## config.mk

```make
export PLATFORM = sky130hd
export DESIGN_NAME = lsd_ctrl
export DESIGN_NICKNAME = d
export VERILOG_FILES = /design/src/rtl/lzss_stream_decoder_macros.svh /design/src/rtl/lsd_pkg.sv /design/src/rtl/lsd_ctrl.sv
export SDC_FILE = /design/constraint.sdc
export NUM_CORES = 1
export LEC_CHECK = 0
export ABC_AREA = 1
export ABC_CLOCK_PERIOD_IN_PS = 2320
export BUFFER_PORTS_ARGS = -buffer_cell sky130_fd_sc_hd__buf_4
export CAP_MARGIN = 0
export CORE_AREA = 2 2 39 41
export DETAILED_ROUTE_END_ITERATION = 12
export DIE_AREA = 0 0 41 43
export HOLD_SLACK_MARGIN = 0.02
export MAX_ROUTING_LAYER = met4
export SLEW_MARGIN = 20
export SYNTH_ARGS = -nofsm -noshare
export SYNTH_HDL_FRONTEND = slang
export SYNTH_SLANG_ARGS = --single-unit
```

## constraint.sdc

```tcl
create_clock -name i_clk -period 2.32 [get_ports i_clk]
set_clock_uncertainty 0.15 [all_clocks]
set_input_delay 0.116 -clock i_clk [delete_from_list [all_inputs] [get_ports i_clk]]
set_output_delay 0.116 -clock i_clk [all_outputs]
set_load 0.01 [all_outputs]
```

## src/rtl/lzss_stream_decoder_macros.svh

```systemverilog
// Assertion macros for the decoder RTL.
`ifndef LZSS_STREAM_DECODER_MACROS_SVH
`define LZSS_STREAM_DECODER_MACROS_SVH

`ifndef SYNTHESIS
`define LSD_ASSERT_IMP(label, clk, rst_n, ante, cons) \
    label: assert property (@(posedge clk) disable iff (!rst_n) (ante) |-> (cons)) \
        else $error("assertion failed");
`define LSD_ASSERT_NXT(label, clk, rst_n, ante, cons) \
    label: assert property (@(posedge clk) disable iff (!rst_n) (ante) |=> (cons)) \
        else $error("assertion failed");
`else
`define LSD_ASSERT_IMP(label, clk, rst_n, ante, cons)
`define LSD_ASSERT_NXT(label, clk, rst_n, ante, cons)
`endif

`endif

```

## src/rtl/lsd_pkg.sv

```systemverilog
package lsd_pkg;

    localparam int RING_SIZE_DEF      = 4096;
    localparam int MAX_MATCH_DEF      = 18;
    localparam int MIN_MATCH_BIAS_DEF = 2;

    localparam int BYTE_W = 8;
    localparam int POS_W  = 12;
    localparam int LEN_W  = 5;
    localparam int FLAG_W = 9;

    localparam logic [BYTE_W-1:0] SPACE_BYTE = 8'h20;

    typedef enum logic [1:0] {
        S_IDLE,
        S_COPY,
        S_DRAIN
    } t_state;

    typedef struct packed {
        logic load_flags;
        logic lit;
        logic store_low;
        logic start_match;
        logic copy_step;
        logic preset;
    } t_cmd;

    typedef struct packed {
        logic pend;
        logic adv;
        logic copy_final;
        logic flag_empty;
        logic flag_bit;
        logic match_phase;
    } t_status;

endpackage

```

## src/rtl/lsd_ctrl.sv

```systemverilog
module lsd_ctrl
    import lsd_pkg::*;
    (
        input  logic    i_clk,
        input  logic    i_rst_n,
        input  logic    i_in_valid,
        input  logic    i_in_end,
        output logic    o_in_ready,
        input  t_status i_status,
        output t_cmd    o_cmd
    );

    t_state r_state, n_state;
    logic   r_end, n_end;
    logic   accept;

    always_ff @(posedge i_clk) begin
        if (!i_rst_n) begin
            r_state <= S_IDLE;
            r_end   <= 1'b0;
        end else begin
            r_state <= n_state;
            r_end   <= n_end;
        end
    end

    assign o_in_ready = (r_state == S_IDLE) && !i_status.pend;
    assign accept     = o_in_ready && i_in_valid;

    always_comb begin
        n_state = r_state;
        n_end   = r_end;
        o_cmd   = '0;
        unique case (r_state)
            S_IDLE: begin
                if (accept) begin
                    n_end = i_in_end;
                    if (i_status.match_phase) begin
                        o_cmd.start_match = 1'b1;
                        n_state = S_COPY;
                    end else begin
                        if (i_status.flag_empty) begin
                            o_cmd.load_flags = 1'b1;
                        end else if (i_status.flag_bit) begin
                            o_cmd.lit = 1'b1;
                        end else begin
                            o_cmd.store_low = 1'b1;
                        end
                        if (i_in_end) begin
                            n_state = S_DRAIN;
                        end
                    end
                end
            end
            S_COPY: begin
                o_cmd.copy_step = 1'b1;
                if (i_status.adv && i_status.copy_final) begin
                    n_state = r_end ? S_DRAIN : S_IDLE;
                end
            end
            S_DRAIN: begin
                if (!i_status.pend) begin
                    o_cmd.preset = 1'b1;
                    n_end   = 1'b0;
                    n_state = S_IDLE;
                end
            end
            default: begin
                n_state = S_IDLE;
            end
        endcase
    end

endmodule

```

Word level (Yosys, flattened, before mapping)

Cells that the tools add are included.

Bits in registers: 3
Input port bits: 10
Output and inout bits: 7
Logic and storage cells: 37

Equality and inequality tests: 6
Multiplexer cells: 21
Reduce and logical (&&, ||, !) cells: 8

Operator list:

| operator                                             | count |
|---|---|
| 2-to-1 mux 2 bit                                     | 7 |
| 2-to-1 mux 1 bit                                     | 9 |
| 2-to-1 mux 4 bit                                     | 2 |
| inequality test 2 bit (second input constant)        | 3 |
| one-hot mux 2 bit (3 select lines)                   | 1 |
| AND reduction 4 bit                                  | 1 |
| logical AND 1 bit                                    | 3 |
| 2-to-1 mux 3 bit                                     | 1 |
| inequality test 3 bit (second input constant)        | 1 |
| AND reduction 3 bit                                  | 1 |
| equality test 2 x 1 -> 1 bit (second input constant) | 1 |
| equality test 2 bit (second input constant)          | 1 |
| logical NOT 2 bit                                    | 1 |
| one-hot mux 1 bit (2 select lines)                   | 1 |
| nonzero test 2 bit                                   | 1 |
| logical NOT 1 bit                                    | 1 |

Depth between registers and ports, before layout

Gate-level depths: netlist of run 1.

Word-level depth: 5
Depth in mapped cells: 7
Mapped depth without buffers: 7

Worst setup path after synthesis of run 1

OpenSTA, ideal clock, no wires.

Path type: register to output
Start point: reg r_state[1]
End point: out o_cmd[3] (netlist name)
Arrival: 0.975 ns
Data required time: 2.054 ns
Setup slack: 1.079 ns
Cell stages (with the launch flop): 4
Path buffers: 0
Cells stage by stage: dfxtp_1 > nor2_4 > nand2_1 > nor4_1

RTL lines:

| element                | RTL line       | RTL |
|---|---|---|
| from (decl)            | lsd_ctrl.sv:13 | `t_state r_state, n_state;` |
| from (signal assigned) | lsd_ctrl.sv:22 | `r_state <= n_state;` |
| to (decl)              | lsd_ctrl.sv:10 | `output t_cmd o_cmd` |

Final worst setup path of run 1

Start point: reg r_state[1]
End point: reg r_end

Cells in the longest elaborated chain, start to end: 5
Elaborated cells between the ends (all ways): 9
Classes of those cells: 3 x eq/ne; 1 x mux; 5 x reduce/logical

Ends and longest elaborated chain:

| element                         | RTL line                       | RTL |
|---|---|---|
| logical NOT 2 bit               | lsd_ctrl.sv:27, lsd_ctrl.sv:34 |  |
| logical AND 1 bit               | lsd_ctrl.sv:27                 | `assign o_in_ready = (r_state == S_IDLE) && !i_status.pend;` |
| logical AND 1 bit               | lsd_ctrl.sv:28                 | `assign accept = o_in_ready && i_in_valid;` |
| inequality test 2 bit (no line) | --                             |  |
| AND reduction 3 bit (no line)   | --                             |  |
| to (signal assigned)            | lsd_ctrl.sv:23                 | `r_end <= n_end;` |
| to (decl)                       | lsd_ctrl.sv:14                 | `logic r_end, n_end;` |

Several ways; a longest one is shown, not always the timed one.
A chain may end at the register's enable or synchronous reset.

==> summary.txt, run 1 <==
Power and ir drop
  – Internal power: between 0.1 and 0.15 mW
  – LEAKAGE: 0.255 nW
  – Sw Ratio: about 29%
  – Logic pwr share: 27.5%
  – Max VDD drop: 0.167 mV
  – Clock network fraction of total power: a little over two fifths
  – Total power: roughly 0.21 mW
  – Seq pwr share: 28.5%
  – Pwr per Cell Area: 462 nW/µm²
  – Net Switching: 0.0603 mW

Floorplanning
  – Io pins: 17
  – Row count: 14
  – Die Span Y: ~43 µm
  – Initial Util: between 10% and 20%
  – Core area: 1380 µm²
  – Die boundary width: between 40 and 50 µm
  – Total die area: between 1500 and 2000 µm²

Route
  – Antenna Nets Post-Route: 0
  – DRC viols: 0
  – Total number of vias: approximately 340
  – Initial DRC Count: 4
  – DR WL/cell: 8.36 µm
  – Drt first pass iters: 3
  – Final wirelength: about 680 µm
  – Routed vias/inst: around 4.2

STA
  – Post-route setup slack: between 500 and 600 ps
  – Slew @ Worst Pin: 313 ps
  – Final min period: about 1700 ps
  – Pins Over Slew Limit: 0
  – Post-route clock period utilization: between 70% and 80%
  – Post-route setup TNS: 0 ps
  – Final hold violations: 0
  – Max transition margin: 79.1%
  – RSZ-0062 raised after global routing: false
  – Fmax: 578 MHz
  – Final setup vio count: 0

Global route
  – Number of global-route vias before repair: ~300
  – Pin count of the biggest net entering global routing: 8
  – GR Util All Layers: 9.25%
  – Gr ovfl total: 0
  – Initial antenna violation count: 0
  – First-pass GRT wire length: 1080 µm

Clock network
  – Clock tree from TritonCTS: done
  – Clock Latency Late Sink: between 200 and 250 ps
  – Sink Count: 3
  – Post-cts repair resize count: 0
  – Max H-tree Level: 1
  – Clk slew on worst S/H paths: 40 ps
  – Clock buffer depth: 2
  – CTS buffer count: 3
  – CTS root buffer: clkbuf_4

Synthesis
  – Syn nets: 53
  – Register area share after synthesis: 22.5%
  – Leading post-synthesis cells by cell area: dfxtp_1 (23%), inv_1 (13%), nand3_1 (11%)
  – Cells after synthesis: 43
  – Synth warn: 0
  – Synthesized area: ~270 µm²
  – Unique masters post-synth: 16
  – Synth top area share: a little under a quarter
  – Yosys reg bits: 3
  – Area leader, netlist: dfxtp_1
  – Mapped Avg Cell Area: 6.20 µm²

Worst setup path
  – Crit path capture type: register
  – Critical Path RT: 2340 ps
  – Startpoint types: register
  – Crit Path Class: register to register
  – CP max FO: 7
  – Worst endpoint data arrival time: approximately 1800 ps

Cells and area
  – Share of layout cells above drive strength 1: a little over two fifths
  – Final #Nets: between 70 and 80
  – Finished Layout Cells: a little over 80
  – Diodes inserted: 0
  – Synth-to-Final Area Change: 70.0%
  – Final Instance Area: about 450 µm²

Status
  – Outcome: finished clean

Worst hold path
  – Worst hold path class: input pin to register

Placed design
  – Worst slack at placement: 1060 ps
  – Post-DP Area: 407 µm²
  – GPL Wtd Cong: 0.742
  – Post-DP HPWL: roughly 550 µm
  – Dpl cells: 75
  – PortBufs: 16

Job
  – Maxcap violations: 0
==> final timing paths <==
check	from	endpoint	slack, ps	cells past startpoint
setup / recovery	r_state[1]	r_end	590	5
hold / removal	i_status[3]	r_state[0]	40	4
setup reg to reg	r_state[1]	r_end	590	5
hold reg to reg	r_state[0]	r_state[0]	530	4
==> power groups by stage <==
| stage | clock (mW) | combinational (mW) | sequential, mW |
|---|---|---|---|
| floorplan | 0 | 0.0292 | 0.0598 |
| finish | 0.0921 | 0.0577 | 0.0596 |
| global placement | 0 | 0.0547 | 0.0603 |
| CTS | 0.0976 | 0.0580 | 0.0596 |
| detailed placement | 0 | 0.0550 | 0.0604 |
| global route | 0.0975 | 0.0639 | 0.0600 |
==> logic make-up after synthesis <==
logic type,after synthesis,share of synthesized area (%)
buffers and inverters,10,14.1
AOI/OAI and AO/OA,3,7.04
DFF,3,22.5
and+or+nand+nor,27,56.3
==> stage by stage <==
stage	hold slack (ps)	util, %
finish	38.5	32.7
global route	88.6	32.7
CTS	36.2	32.7
detailed placement	229	29.4
global placement	231	29.4
floorplan	109	-
==> sequential cells by signal, indices dropped and copies added (netlist names) <==
register,flops
r_state,2
r_end,1
==> synthesized netlist by cell type <==
| cell type | n |
|---|---|
| inv_1 | 9 |
| nand2_1 | 7 |
| nand3_1 | 6 |
| nor2_1 | 5 |
| dfxtp_1 | 3 |
| nand3_2 | 3 |
| a21oi_1 | 1 |
| a21oi_2 | 1 |
| inv_2 | 1 |
| nand2_2 | 1 |
| nor2_2 | 1 |
| nor2_4 | 1 |
| nor3_1 | 1 |
| nor3_2 | 1 |
| nor4_1 | 1 |
| o21ai_0 | 1 |
==> cells in the final DEF, fill, tap and decap left out <==
cell type and instances:
nor3_2 1, inv_2 1, nand3_2 3, inv_1 9, buf_4 16, dlygate4sd3_1 2, nor3_1 1, nor2_4 1
nor2_2 1, o21ai_0 1, nand2_1 7, nand3_1 6, dfxtp_1 3, clkbuf_4 3, nor2_1 5, clkbuf_1 1
a21oi_2 1, a21oi_1 1, nand2_2 1, nor4_1 1
==> layer usage <==
layer	GRT usage, %	vias up	routed length [µm]
met5	-	-	0
met4	8.00	0	14
met3	2.09	2	60
met2	12.5	10	330
met1	10.9	150	271
li1	-	180	-
==> layout make-up <==
type | count | area [µm²]
clock buffer | 4 | 26.3
tap | 16 | 20.0
fill | 150 | 931
multi-input combinational | 30 | 169
sequential | 3 | 60.1
inverter | 10 | 37.5
timing repair buffer | 18 | 140
==> repair_timing <==
item / 4_1_cts / 5_1_grt
hold endpoints to repair: 3 / 0
setup endpoints to repair: 0 / 0
hold buffers: 2 / 0
buffers inserted: 0 / 0
==> worst max-delay path, cell delays in order (launching register included) <==
cell and delay, ps:
dfxtp_1 490, nand3_1 190, nand2_1 120, nand3_2 60, a21oi_2 100, dlygate4sd3_1 560
Power figures use the tool's default switching activity.
==> run 2, diff against run 1 <==
--- a/config.mk
+++ b/config.mk
@@ -6,7 +6,7 @@
 export NUM_CORES = 1
 export LEC_CHECK = 0
 export ABC_AREA = 1
-export ABC_CLOCK_PERIOD_IN_PS = 2320
+export ABC_CLOCK_PERIOD_IN_PS = 1500
 export BUFFER_PORTS_ARGS = -buffer_cell sky130_fd_sc_hd__buf_4
 export CAP_MARGIN = 0
 export CORE_AREA = 2 2 39 41
==> constraint.sdc (replaced) <==
create_clock -name i_clk -period 1.5 [get_ports i_clk]
set_clock_uncertainty 0.15 [all_clocks]
set_input_delay 0.075 -clock i_clk [delete_from_list [all_inputs] [get_ports i_clk]]
set_output_delay 0.075 -clock i_clk [all_outputs]
set_load 0.01 [all_outputs]
==> run 2 against run 1 <==
  * Design area up 13%
  * Worst setup slack worse by 540 ps
  * Combinational power up 85%
  * Clock power up 55%
  * Routed wire length up 10%
  * Critical path type is now register to output port
==> summary.txt, run 2 (same netlist as run 1, synthesis figures left out) <==
Placed design
  – Post-DP Area: 407 µm² (unchanged)
  – PortBufs: 16 (unchanged)
  – GPL Wtd Cong: 0.742 (about the same)
  – Post-DP HPWL: 545 µm (unchanged)

Floorplanning
  – Initial Util: 19.3% (unchanged)
  – Die Span Y: 43 µm (unchanged)
  – Core area: 1380 µm² (unchanged)
  – Die boundary width: 41 µm (unchanged)
  – Row count: 14 (unchanged)
  – Io pins: 17 (unchanged)
  – Total die area: 1760 µm² (unchanged)

Power and ir drop
  – Pwr per Cell Area: 668 nW/µm² (+45%)
  – LEAKAGE: 0.275 nW (+7.6%)
  – Max VDD drop: 0.277 mV (+66%)

Clock network
  – CTS root buffer: clkbuf_4
  – Clock buffer depth: 2 (unchanged)
  – Clk slew on worst S/H paths: 40 ps (about the same)
  – Max H-tree Level: 1 (unchanged)
  – Clock Latency Late Sink: 230 ps (about the same)
  – Clock tree from TritonCTS: done
  – CTS buffer count: 3 (unchanged)
  – Sink Count: 3 (unchanged)

STA
  – Final setup vio count: 0 (unchanged)
  – Slew @ Worst Pin: 185 ps (-128 ps)
  – Final hold violations: 0 (unchanged)
  – Post-route clock period utilization: 96.9%
  – RSZ-0062 raised after global routing: true
  – Pins Over Slew Limit: 0 (unchanged)
  – Final min period: roughly 1500 ps
  – Post-route setup TNS: 0 ps (unchanged)
  – Fmax: approximately 690 MHz
  – Max transition margin: 87.6% (+8.5 points)

Cells and area
  – Top reg by flops: r_state
  – Final Instance Area: 510 µm² (+13%)
  – Diodes inserted: 0 (unchanged)
  – Fill cell count: 144 (-4.0%)
  – Biggest regs: r_state (2), r_end (1)
  – Final #Nets: 80 (+5.3%)
  – Register area: 65.1 µm² (+8.3%)
  – Leading cell type in the layout, fill and taps excluded: buf_4
  – Multi-input logic area: 186 µm² (+10%)
  – Share of layout cells above drive strength 1: 49.3% (+6.2 points)
  – Most frequent cells in the layout: buf_4 (18), inv_1 (9), nand3_1 (6), nand2_1 (6), nor2_1 (5)
  – Max reg flops: 2 (unchanged)
  – Synth-to-Final Area Change: 91.5%

Global route
  – Initial antenna violation count: 0 (unchanged)
  – Pin count of the biggest net entering global routing: 8 (unchanged)
  – GR Util All Layers: 9.25% (unchanged)
  – Gr ovfl total: 0 (unchanged)
  – First-pass GRT wire length: 1080 µm (unchanged)
  – Number of global-route vias before repair: 309 (+2.7%)

Job
  – Maxcap violations: 0 (unchanged)

Worst setup path
  – Reg-to-reg slack, setup: 290 ps (-300 ps)
  – Crit path capture type: output port
  – Startpoint types: register
  – Critical Path RT: 1270 ps (-1070 ps)
  – Crit Path Class: register to output port
  – Worst endpoint data arrival time: 1230 ps (-520 ps)
  – CP max FO: 4 (-3)

Route
  – Final wirelength: 746 µm (+10%)
  – DR WL/cell: 8.78 µm (+5.0%)
  – Antenna Nets Post-Route: 0 (unchanged)
  – Routed vias/inst: 4.25 (+0.59%)
  – Initial DRC Count: 7 (+3)
  – Total number of vias: 361 (+5.6%)
  – DRC viols: 0 (unchanged)
  – Drt first pass iters: 4 (+1)

Worst hold path
  – Worst hold path class: input pin to register

Status
  – Outcome: finished clean
==> run 2: cell types whose count changed in the layout (fill, tap and decap cells not counted), sizes merged <==
cell and change:
buf +2, dlygate4sd3 +2
==> run 2: final timing paths <==
kind | to | depth (start not counted) | startpoint
worst min register to register | r_end | 2 | r_end
worst min-delay path | r_state[0] | 3 | i_in_valid
worst max-delay path | o_cmd[3] | 4 | r_state[1]
worst max register to register | r_state[1] | 7 | r_state[1]
==> run 2: critical path: stages (launching register included) <==
cell and delay [ps]:
dfxtp_4 350, nor2_4 140, nand2_2 90, nor4_4 260
buf_4 150
==> run 2: layout make-up <==
| type | instances | area share, % |
|---|---|---|
| Timing Repair Buffer | 22 | 34.3 |
| Sequential cell | 3 | 12.7 |
| Inverter | 10 | 7.35 |
| Multi-Input combinational cell | 30 | 36.5 |
| Tap cell | 16 | 3.92 |
| Clock buffer | 4 | 5.15 |
==> run 2: metrics by stage <==
step,util (%),cells,worst slack (ps),total power [mW],hold slack [ps]
6_report,36.9,85,47.0,0.341,22.4
3_3_place_gp,29.4,75,284,0.178,190
5_1_grt,36.9,85,-7.53,0.359,54.6
4_1_cts,34.2,83,19.8,0.337,28.5
2_1_floorplan,-,43,300,0.138,32.7
3_5_place_dp,29.4,75,278,0.178,188
==> run 2: what timing repair did <==
action,4_1_cts,5_1_grt
setup buffers,0,2
endpoints found under the hold margin,3,0
gates resized for setup,0,6
hold buffers,4,0
setup endpoints to repair,0,2
==> run 2: where the power goes <==
group	total (mW)	switching, mW	internal (mW)
clock	0.143	0.0436	0.0998
sequential	0.0909	0.00609	0.0848
combinational	0.107	0.0514	0.0555
total	0.341	0.101	0.240
==> run 2: per-layer routing <==
| layer | up-vias | share of wire, % | track usage [%] | wire, µm |
|---|---|---|---|---|
| li1 | 189 | - | - | - |
| met1 | 158 | 43 | 10.9 | 319 |
| met2 | 12 | 47 | 12.5 | 349 |
| met3 | 2 | 8.3 | 2.09 | 62 |
| met4 | 0 | 1.9 | 8.00 | 14 |
| met5 | - | 0 | - | 0 |
